[config.mk]
export PLATFORM = sky130hd
export DESIGN_NAME = http_byte_range_parser
export DESIGN_NICKNAME = d
export VERILOG_FILES = /design/src/sv/hbrp_pkg.sv /design/src/sv/hbrp_dec_acc.sv /design/src/sv/http_byte_range_parser.sv
export SDC_FILE = /design/constraint.sdc
export NUM_CORES = 1
export LEC_CHECK = 0
export ABC_AREA = 0
export BUFFER_PORTS_ARGS = -buffer_cell sky130_fd_sc_hd__buf_2
export CORE_MARGIN = 5
export CORE_UTILIZATION = 60
export DETAILED_ROUTE_END_ITERATION = 16
export PLACE_DENSITY = 0.9
export SYNTH_ARGS = -nofsm -noshare
export SYNTH_HDL_FRONTEND = slang
export SYNTH_SLANG_ARGS = --single-unit
[constraint.sdc]
create_clock -name clk_i -period 8 [get_ports clk_i]
set_clock_uncertainty 0.15 [all_clocks]
set_input_delay 1.2 -clock clk_i [delete_from_list [all_inputs] [get_ports clk_i]]
set_output_delay 1.2 -clock clk_i [all_outputs]
set_load 0.02 [all_outputs]
[src/sv/hbrp_pkg.sv]
// Constants and helpers shared by the byte range parser files.
package hbrp_pkg;

  // Width of the position fields on the result port.
  localparam int POS_W = 48;

  // Result status codes.
  localparam logic [1:0] ST_SET     = 2'd0;
  localparam logic [1:0] ST_MULTI   = 2'd1;
  localparam logic [1:0] ST_INVALID = 2'd2;

  // Characters the parser reacts to.
  localparam logic [7:0] CH_DASH  = 8'h2D;
  localparam logic [7:0] CH_CR    = 8'h0D;
  localparam logic [7:0] CH_COMMA = 8'h2C;
  localparam logic [7:0] CH_SPACE = 8'h20;
  localparam logic [7:0] CH_ZERO  = 8'h30;
  localparam logic [7:0] CH_NINE  = 8'h39;

  // The prefix "bytes=" is matched one character per word.
  localparam int PFX_IDX_W = 3;
  localparam logic [PFX_IDX_W-1:0] PFX_LAST = 3'd5;

  function automatic logic [7:0] prefix_byte(logic [PFX_IDX_W-1:0] idx);
    logic [7:0] c;
    case (idx)
      3'd0:    c = 8'h62;  // b
      3'd1:    c = 8'h79;  // y
      3'd2:    c = 8'h74;  // t
      3'd3:    c = 8'h65;  // e
      3'd4:    c = 8'h73;  // s
      3'd5:    c = 8'h3D;  // =
      default: c = 8'h00;
    endcase
    return c;
  endfunction

endpackage

[src/sv/hbrp_dec_acc.sv]
// Decimal accumulator step: acc * 10 + digit with an overflow flag.
module hbrp_dec_acc #(
  parameter int VALUE_BITS = 48
) (
  input  logic [VALUE_BITS-1:0] acc_i,
  input  logic [3:0]            digit_i,
  output logic [VALUE_BITS-1:0] acc_o,
  output logic                  ovf_o
);

  localparam int WideW = VALUE_BITS + 4;

  logic [WideW-1:0] acc_wide;
  logic [WideW-1:0] sum;

  // Times ten as (x << 3) + (x << 1); the result always fits in four extra bits.
  assign acc_wide = WideW'(acc_i);
  assign sum      = (acc_wide << 3) + (acc_wide << 1) + WideW'(digit_i);
  assign acc_o    = sum[VALUE_BITS-1:0];
  assign ovf_o    = |sum[WideW-1:VALUE_BITS];

endmodule

[src/sv/http_byte_range_parser.sv]
// Top level of the HTTP Range header value parser.
//
//   channel   direction   handshake                  payload
//   input     in          in_valid_i / in_ready_o    ch_i, first_i
//   result    out         out_valid_o / out_ready_i  status_o, first_pos_o, start_given_o,
//                                                    last_pos_o, end_given_o
//
// One word is accepted per cycle while no stalled result holds the parse stage. A
// word accepted sits in the input register and is parsed there; its result, if any,
// is loaded into the result register and offered on the port from there. The parse
// step with its multiply-by-ten add is combinational. Reset leaves the parser idle,
// waiting for a word with first_i set. A stalled result holds the parse stage, and
// the input register then holds its word as well.
module http_byte_range_parser #(
  parameter int VALUE_BITS = 48
) (
  input  logic                      clk_i,
  input  logic                      rst_ni,
  input  logic                      in_valid_i,
  output logic                      in_ready_o,
  input  logic [7:0]                ch_i,
  input  logic                      first_i,
  output logic                      out_valid_o,
  input  logic                      out_ready_i,
  output logic [1:0]                status_o,
  output logic [hbrp_pkg::POS_W-1:0] first_pos_o,
  output logic                      start_given_o,
  output logic [hbrp_pkg::POS_W-1:0] last_pos_o,
  output logic                      end_given_o
);

  import hbrp_pkg::*;

  localparam int PosW = (VALUE_BITS > POS_W) ? VALUE_BITS : POS_W;

  typedef enum logic [2:0] {
    PH_IDLE,
    PH_PREFIX,
    PH_START,
    PH_END,
    PH_SPACES
  } phase_e;

  // Input register.
  logic       s1_valid_q;
  logic [7:0] s1_ch_q;
  logic       s1_first_q;
  logic       s1_adv;

  // Parser state.
  phase_e                phase_q, phase_d;
  logic [PFX_IDX_W-1:0]  idx_q, idx_d;
  logic [VALUE_BITS-1:0] sacc_q, sacc_d;
  logic [VALUE_BITS-1:0] eacc_q, eacc_d;
  logic                  sseen_q, sseen_d;
  logic                  eseen_q, eseen_d;

  // Result register.
  logic              out_valid_q;
  logic [1:0]        status_q;
  logic [POS_W-1:0]  first_pos_q;
  logic              start_given_q;
  logic [POS_W-1:0]  last_pos_q;
  logic              end_given_q;

  // Parse step signals.
  phase_e                cur_phase;
  logic [PFX_IDX_W-1:0]  cur_idx;
  logic                  is_digit;
  logic [3:0]            digit;
  logic [VALUE_BITS-1:0] sacc_next, eacc_next;
  logic                  sacc_ovf, eacc_ovf;
  logic                  emit;
  logic [1:0]            emit_status;
  logic [PosW-1:0]       sacc_wide, eacc_wide;

  // The parse stage moves on whenever the result register can take a word.
  assign s1_adv     = s1_valid_q && (!out_valid_q || out_ready_i);
  assign in_ready_o = !s1_valid_q || s1_adv;

  always_ff @(posedge clk_i or negedge rst_ni) begin
    if (!rst_ni) begin
      s1_valid_q <= 1'b0;
      s1_ch_q    <= '0;
      s1_first_q <= 1'b0;
    end else if (in_ready_o) begin
      s1_valid_q <= in_valid_i;
      s1_ch_q    <= ch_i;
      s1_first_q <= first_i;
    end
  end

  // Digit decode.
  assign is_digit = (s1_ch_q >= CH_ZERO) && (s1_ch_q <= CH_NINE);
  assign digit    = 4'(s1_ch_q - CH_ZERO);

  hbrp_dec_acc #(.VALUE_BITS(VALUE_BITS)) u_start_acc (
    .acc_i   (sacc_q),
    .digit_i (digit),
    .acc_o   (sacc_next),
    .ovf_o   (sacc_ovf)
  );

  hbrp_dec_acc #(.VALUE_BITS(VALUE_BITS)) u_end_acc (
    .acc_i   (eacc_q),
    .digit_i (digit),
    .acc_o   (eacc_next),
    .ovf_o   (eacc_ovf)
  );

  // One parse step for the word in the input register.
  always_comb begin
    cur_phase   = s1_first_q ? PH_PREFIX : phase_q;
    cur_idx     = s1_first_q ? '0 : idx_q;
    phase_d     = cur_phase;
    idx_d       = cur_idx;
    sacc_d      = s1_first_q ? '0 : sacc_q;
    eacc_d      = s1_first_q ? '0 : eacc_q;
    sseen_d     = s1_first_q ? 1'b0 : sseen_q;
    eseen_d     = s1_first_q ? 1'b0 : eseen_q;
    emit        = 1'b0;
    emit_status = ST_INVALID;

    case (cur_phase)
      PH_PREFIX: begin
        if (s1_ch_q != prefix_byte(cur_idx)) begin
          emit = 1'b1;
        end else if (cur_idx == PFX_LAST) begin
          phase_d = PH_START;
        end else begin
          idx_d = cur_idx + 1'b1;
        end
      end
      PH_START: begin
        if (is_digit) begin
          if (sacc_ovf) begin
            emit = 1'b1;
          end else begin
            sacc_d  = sacc_next;
            sseen_d = 1'b1;
          end
        end else if (s1_ch_q == CH_DASH) begin
          phase_d = PH_END;
        end else begin
          emit = 1'b1;
        end
      end
      PH_END, PH_SPACES: begin
        if ((cur_phase == PH_END) && is_digit) begin
          if (eacc_ovf) begin
            emit = 1'b1;
          end else begin
            eacc_d  = eacc_next;
            eseen_d = 1'b1;
          end
        end else if ((cur_phase == PH_END) && !sseen_q && !eseen_q) begin
          // Neither number was given.
          emit = 1'b1;
        end else if ((cur_phase == PH_END) && sseen_q && eseen_q && (sacc_q > eacc_q)) begin
          // Start lies past the end.
          emit = 1'b1;
        end else if (s1_ch_q == CH_SPACE) begin
          phase_d = PH_SPACES;
        end else if (s1_ch_q == CH_COMMA) begin
          emit        = 1'b1;
          emit_status = ST_MULTI;
        end else if (s1_ch_q == CH_CR) begin
          emit        = 1'b1;
          emit_status = ST_SET;
        end else begin
          emit = 1'b1;
        end
      end
      default: begin
        phase_d = PH_IDLE;
      end
    endcase

    if (emit) begin
      phase_d = PH_IDLE;
    end
  end

  // Positions are widened or cut to the port width.
  assign sacc_wide = PosW'(sacc_q);
  assign eacc_wide = PosW'(eacc_q);

  // Parser state and the result register.
  always_ff @(posedge clk_i or negedge rst_ni) begin
    if (!rst_ni) begin
      phase_q       <= PH_IDLE;
      idx_q         <= '0;
      sacc_q        <= '0;
      eacc_q        <= '0;
      sseen_q       <= 1'b0;
      eseen_q       <= 1'b0;
      out_valid_q   <= 1'b0;
      status_q      <= ST_SET;
      first_pos_q   <= '0;
      start_given_q <= 1'b0;
      last_pos_q    <= '0;
      end_given_q   <= 1'b0;
    end else begin
      if (out_valid_q && out_ready_i) begin
        out_valid_q <= 1'b0;
      end
      if (s1_adv) begin
        phase_q <= phase_d;
        idx_q   <= idx_d;
        sacc_q  <= sacc_d;
        eacc_q  <= eacc_d;
        sseen_q <= sseen_d;
        eseen_q <= eseen_d;
        if (emit) begin
          out_valid_q <= 1'b1;
          status_q    <= emit_status;
          if (emit_status == ST_SET) begin
            first_pos_q   <= sseen_q ? sacc_wide[POS_W-1:0] : '0;
            start_given_q <= sseen_q;
            last_pos_q    <= eseen_q ? eacc_wide[POS_W-1:0] : '0;
            end_given_q   <= eseen_q;
          end else begin
            first_pos_q   <= '0;
            start_given_q <= 1'b0;
            last_pos_q    <= '0;
            end_given_q   <= 1'b0;
          end
        end
      end
    end
  end

  assign out_valid_o   = out_valid_q;
  assign status_o      = status_q;
  assign first_pos_o   = first_pos_q;
  assign start_given_o = start_given_q;
  assign last_pos_o    = last_pos_q;
  assign end_given_o   = end_given_q;

endmodule

# == Yosys cells after proc, flatten, opt, wreduce, memory -nomap -nowiden ==
# Cells that the tools add are included.
# classes
eq_ne,14
addsub,6
n_lt_le_gt_ge,3
mux,59
n_reduce_logical,21
# ops
cell,count
$mux 48,12
$add 51x49->52,2
$add 52x4->52,2
$gt 48x48->1,1
$mux 3,14
$pmux 7 s6,1
$eq 8x6->1 const B,3
$mux 1,22
$mux 2,7
$eq 3x2->1 const B,4
$eq 3x3->1 const B,3
$logic_and 1x1->1,9
$pmux 3 s3,1
$eq 8x4->1 const B,1
$ge 8x6->1 const B,1
$le 8x6->1 const B,1
$mux 8,1
$ne 8x8->1,1
$reduce_or 4->1,2
$eq 3x1->1 const B,2
$logic_not 1->1,4
$sub 4x1->4 const B,1
$add 3x1->3 const B,1
$logic_not 3->1,1
other kinds (5),6
# word_totals
input_bits,13
ff_bits,215
output_inout_bits,102
word_cells,118

# == Depth between registers and ports, before layout ==
# logic_depth
ltp_word,11
ltp_mapped,17
mapped_depth_nobuf,15

# == Cells and area by module ==
# A second synthesis with hierarchy kept.
# unflattened
cells_unflattened,2014
hier_area_um2,18298.8
# by_module_without_submodules
mod,area_per_inst_um2,cells_per_inst,n_inst
http_byte_range_parser,11340.9,1085,1
hbrp_dec_acc (u_end_acc),3507.1,465,1
hbrp_dec_acc (u_start_acc),3450.8,464,1

# == Worst setup path before layout ==
# Ideal clock, no wire load.
# synth_timing
kind,reg2reg
startpoint,register eacc_q[0]
endpoint,register status_q[1] (netlist: status_o[1])
setup_time_ps,128
slack_ps,3668
arrival_ps,4054
required_ps,7722
synth_period_minus_slack_ps,4332
path_stages_with_launch,17
path_cell_list,dfrtp_1 > inv_1 > fa_1 > inv_1 > fa_1 > a21o_1 > a221oi_1 > o2bb2ai_1 > a21o_1 > o21bai_1 > a211oi_1 > a311oi_1 > a2111oi_2 > nor2_1 > o21ai_2 > buf_4 > mux2_1
# synth_between
elab_chain_len,7
word_cells_on_any_way,15
cone_classes,2 x add/sub; 1 x order compare; 9 x mux; 3 x reduce/logical
# synth_rtl
item,line,source
start: declaration,http_byte_range_parser.sv:54,"logic [VALUE_BITS-1:0] eacc_q, eacc_d;"
start signal: assignment,http_byte_range_parser.sv:194,eacc_q <= '0;
start signal: assignment,http_byte_range_parser.sv:211,eacc_q <= eacc_d;
$add 51x49->52 or $gt 48x48->1 (tied branches),"hbrp_dec_acc.sv:18, http_byte_range_parser.sv:159",
$add 52x4->52 or $logic_and 1x1->1 (tied branches),"hbrp_dec_acc.sv:18, http_byte_range_parser.sv:159",
$reduce_or 4->1 or $mux 1 (tied branches),"hbrp_dec_acc.sv:20, http_byte_range_parser.sv:159",
"$mux 1, on equally long branches","http_byte_range_parser.sv:150, http_byte_range_parser.sv:156",
$mux 1,http_byte_range_parser.sv:149,if ((cur_phase == PH_END) && is_digit) begin
$pmux 1 s3,http_byte_range_parser.sv:124,case (cur_phase)
$reduce_and 2->1 (no source line),n/a,
end signal: assignment,http_byte_range_parser.sv:216,status_q <= emit_status;
end: declaration,http_byte_range_parser.sv:60,logic [1:0] status_q;
# Parallel ways exist; a longest one is shown, timed or not.
# A chain may end at the register's enable or synchronous reset.

# == Worst setup path in the final report ==
# layout_timing
startpoint,register s1_ch_q[3]
endpoint,register last_pos_q[43] (netlist: last_pos_o[43])
# layout_between
elab_chain_len,10
word_cells_on_any_way,34
cone_classes,3 x add/sub; 2 x order compare; 5 x eq/ne; 18 x mux; 6 x reduce/logical
# layout_rtl
item,line,source
start: declaration,http_byte_range_parser.sv:46,logic [7:0] s1_ch_q;
start signal: assignment,http_byte_range_parser.sv:88,s1_ch_q <= ch_i;
"parallel branches: the longest is 10 deep, another holds $add 52x4->52",n/a,
end signal: assignment,http_byte_range_parser.sv:220,last_pos_q <= eseen_q ? eacc_wide[POS_W-1:0] : '0;
end: declaration,http_byte_range_parser.sv:63,logic [POS_W-1:0] last_pos_q;
# Parallel ways; which one is timed is not known.

==> key figures <==
Critical path
  – Top cell family by delay on the critical path: compound AO/OA/AOI/OAI gates
  – Crit-path max FO: 61
  – Most used cell, CP: inv_1
  – Worst EP arrival: 6.24 ns
  – Slowest CP cell: a2111oi_1
  – Crit end category: register
  – CP Class: reg2reg
  – Worst Setup SP: s1_ch_q[3]
  – Crit path buf inv count: 3
  – Largest stage delay, worst path: 0.90 ns
  – Reg2reg start: s1_ch_q[3]
  – Crit-path cells: inv_1 -> fa_1 -> inv_1 -> ha_1 -> a211oi_1 -> o21bai_1 -> a21oi_1 -> nor4_1 -> a2111oi_1 -> o21ai_1 -> a221o_1 -> a211oi_2 -> o31ai_1 -> o21ai_4 -> buf_4 -> a22o_1
  – Critical path launch point type: register
  – WP data required: 8.31 ns

Power and ir drop
  – Leak pwr: 9.47 nW
  – Pwr/cell area: 142 nW/um^2
  – Worst VDD drop: 0.127 mV

Synth
  – Synth async-reset ratio: 1.00
  – Cell area after synthesis: 16200 sq um
  – Most common library cells after synthesis: ha_1 (244), dfrtp_1 (215), a22o_1 (148), a21oi_1 (127), o21ai_0 (106)
  – Cells after synthesis: 1718
  – Ys flop type: dfrtp_1
  – Number of synthesized register bits: 215
  – Synth area leaders: dfrtp_1 (33%), ha_1 (19%), a22o_1 (8.0%)
  – Total number of yosys warnings: 0
  – Post-synth EDFFs: 0
  – Cell variety after synth: 69
  – Post-synthesis sequential area ratio: 0.331
  – Syn nets: 1979
  – Mapped Avg Cell Area: 9.45 sq um
  – Top-count cell post-synth: ha_1
  – Synth area leader: dfrtp_1
  – Post-synth top area share: 0.331

Drt
  – DR iter-0 viols: 1099
  – Vias: 14600
  – Metal-1 WL: 18700 microns
  – Drt total wl: 44100 microns
  – Detail Route Antenna Nets: 0
  – DRC viols: 0
  – Met3 Wirelength: 3550 microns
  – Avg Vias per Cell: 6.79
  – DR pass1 iterations: 5
  – Met2 WL post-DR: 20100 microns
  – Routed len/inst: 20.6 microns
  – Top sig layer: met4

Placed design
  – Setup WS pre-CTS: 2.25 ns
  – Gpl congestion: 0.954
  – Port Buffers: 114
  – Post-DP HPWL: 32100 microns

STA
  – Hold slack final: 0.321 ns
  – Period utilization: 0.742
  – Pins Over Slew Limit: 0
  – Final Setup Violations: 0
  – Fin Setup TNS: 0 ns
  – Min cycle time layout: 5.93 ns
  – RSZ-0062 raised after global routing: false
  – Setup ws final: 2.07 ns
  – Slew @ Worst Pin: 1.29 ns
  – Rel. slew slack: 0.137
  – Final hold violations: 0
  – Fmax achieved: 0.169 GHz

Global route
  – Largest net degree at the start of global routing: 97
  – Overflow after GRT: 0
  – Vias in the first global route: 14000
  – Initial antenna violation count: 0
  – Global-route wire length before repair: 71800 microns
  – Global Route Usage Sum: 0.281

Floorplan
  – Initial Util: 0.606
  – Num rows: 60
  – Chip height: 175 microns
  – Die X: 175 microns
  – Num ports: 115
  – Area of the core: 26800 sq um
  – Die area: 30500 sq um

Clocking
  – Worst-path clk slew: 0.07 ns
  – Clk sink count: 215
  – Post-CTS sizing: 0
  – Maximum buffer depth of the clock tree: 3
  – Clock latency on the worst-skew pair: 0.54 ns
  – Clk root buf: clkbuf_16
  – CTS tree: done
  – CTS HTree Levels: 1
  – CTS buffer count: 25
  – Hold Buf Count CTS: 0
  – Postcts setup bufs: 0

Cells and area
  – Fraction of final layout cells sized beyond drive strength 1: 0.109
  – Final net count: 2046
  – # diodes: 0
  – Area grow syn2layout: 9.68%

Run status
  – Status: finished, final reports clean

Worst hold path
  – Worst Hold Class: reg2reg
  – Min-delay src: start_given_o

Run
  – Max-cap violations: 0
## cell usage in the layout, fill, tap and decap left out, types with 14 or more instances in the layout
cell / n
a211oi_1: 14
a21o_1: 66
a21oi_1: 127
a22o_1: 148
a31oi_1: 15
buf_2: 113
clkbuf_16: 25
dfrtp_1: 215
ha_1: 244
inv_1: 90
nand2_1: 97
nand2b_1: 14
nand3_1: 66
nand4_1: 32
nor2_1: 65
nor3_1: 21
o21ai_0: 106
o21ai_1: 22
o21bai_1: 20
xnor2_1: 51
xor2_1: 44
## per-layer routing
metal  up-vias  GRT usage
met3       127     0.0444
met1      7065      0.377
met2       729      0.461
met4         0      0.110
met5         -          0
li1       6644          -
## area by class of cell
class / instances / area [sq um]
repair buffers: 122 / 641
multi-input cells: 1331 / 10200
clock inverters: 16 / 175
fillers: 2050 / 8990
clock buffers: 30 / 684
well taps: 341 / 427
inverters: 90 / 338
flip-flops and latches: 215 / 5380
## where the power goes
part | switching, mW | total [mW] | internal (mW) | leakage [nW]
combinational | 0.167 | 0.216 | 0.0490 | 6.08
clock | 0.496 | 1.18 | 0.686 | 0.416
sequential | 0.0251 | 1.13 | 1.10 | 2.97
## logic make-up (layout without fill, tap and decap cells)
kind of cell	Yosys count	in the layout	synth area share
AO/OA/AOI/OAI	620	620	0.265
AND/OR/NAND/NOR	360	360	0.109
adder cells (fa/ha/maj)	248	248	0.193
flip-flops	215	215	0.331
buffers and inverters	172	258	0.0455
XOR/XNOR	95	95	0.0512
multiplexers	8	8	0.00555
## sequential cells by signal, summed over array words and instances, names as in the netlist, 2 cells and up
| register | cells |
|---|---|
| status_o | 2 |
| phase_q | 3 |
| sacc_q | 48 |
| last_pos_o | 48 |
| idx_q | 3 |
| first_pos_o | 48 |
| eacc_q | 48 |
| s1_ch_q | 8 |
## path summary, 6_finish.rpt
path | slack, ns | cells after the start | to
setup reg to reg | 2.07 | 16 | last_pos_o[43]
max in group asynchronous | 5.88 | 2 | phase_q[2]
min in group asynchronous | 0.48 | 1 | eacc_q[45]
hold reg to reg | 0.32 | 1 | start_given_o
setup / recovery | 2.07 | 16 | last_pos_o[43]
hold / removal | 0.32 | 1 | start_given_o
## worst register-to-register path: stages (launching register included)
cell and delay, ns:
dfrtp_1 0.45, inv_1 0.13, fa_1 0.51, inv_1 0.07
ha_1 0.32, a211oi_1 0.30, o21bai_1 0.13, a21oi_1 0.33
nor4_1 0.11, a2111oi_1 0.90, o21ai_1 0.25, a221o_1 0.36
a211oi_2 0.40, o31ai_1 0.19, o21ai_4 0.34, buf_4 0.60
a22o_1 0.32
## per-stage QoR
stage,instances,total power [mW],utilization,cell area (sq um)
global route,2145,2.60,0.664,17800
finish,2145,2.52,0.664,17800
CTS,2145,2.53,0.664,17800
detailed placement,2099,1.35,0.632,16900
floorplan,1718,1.30,-,16200
global placement,2099,1.35,0.632,16900
(Power assumes the default switching activity.)
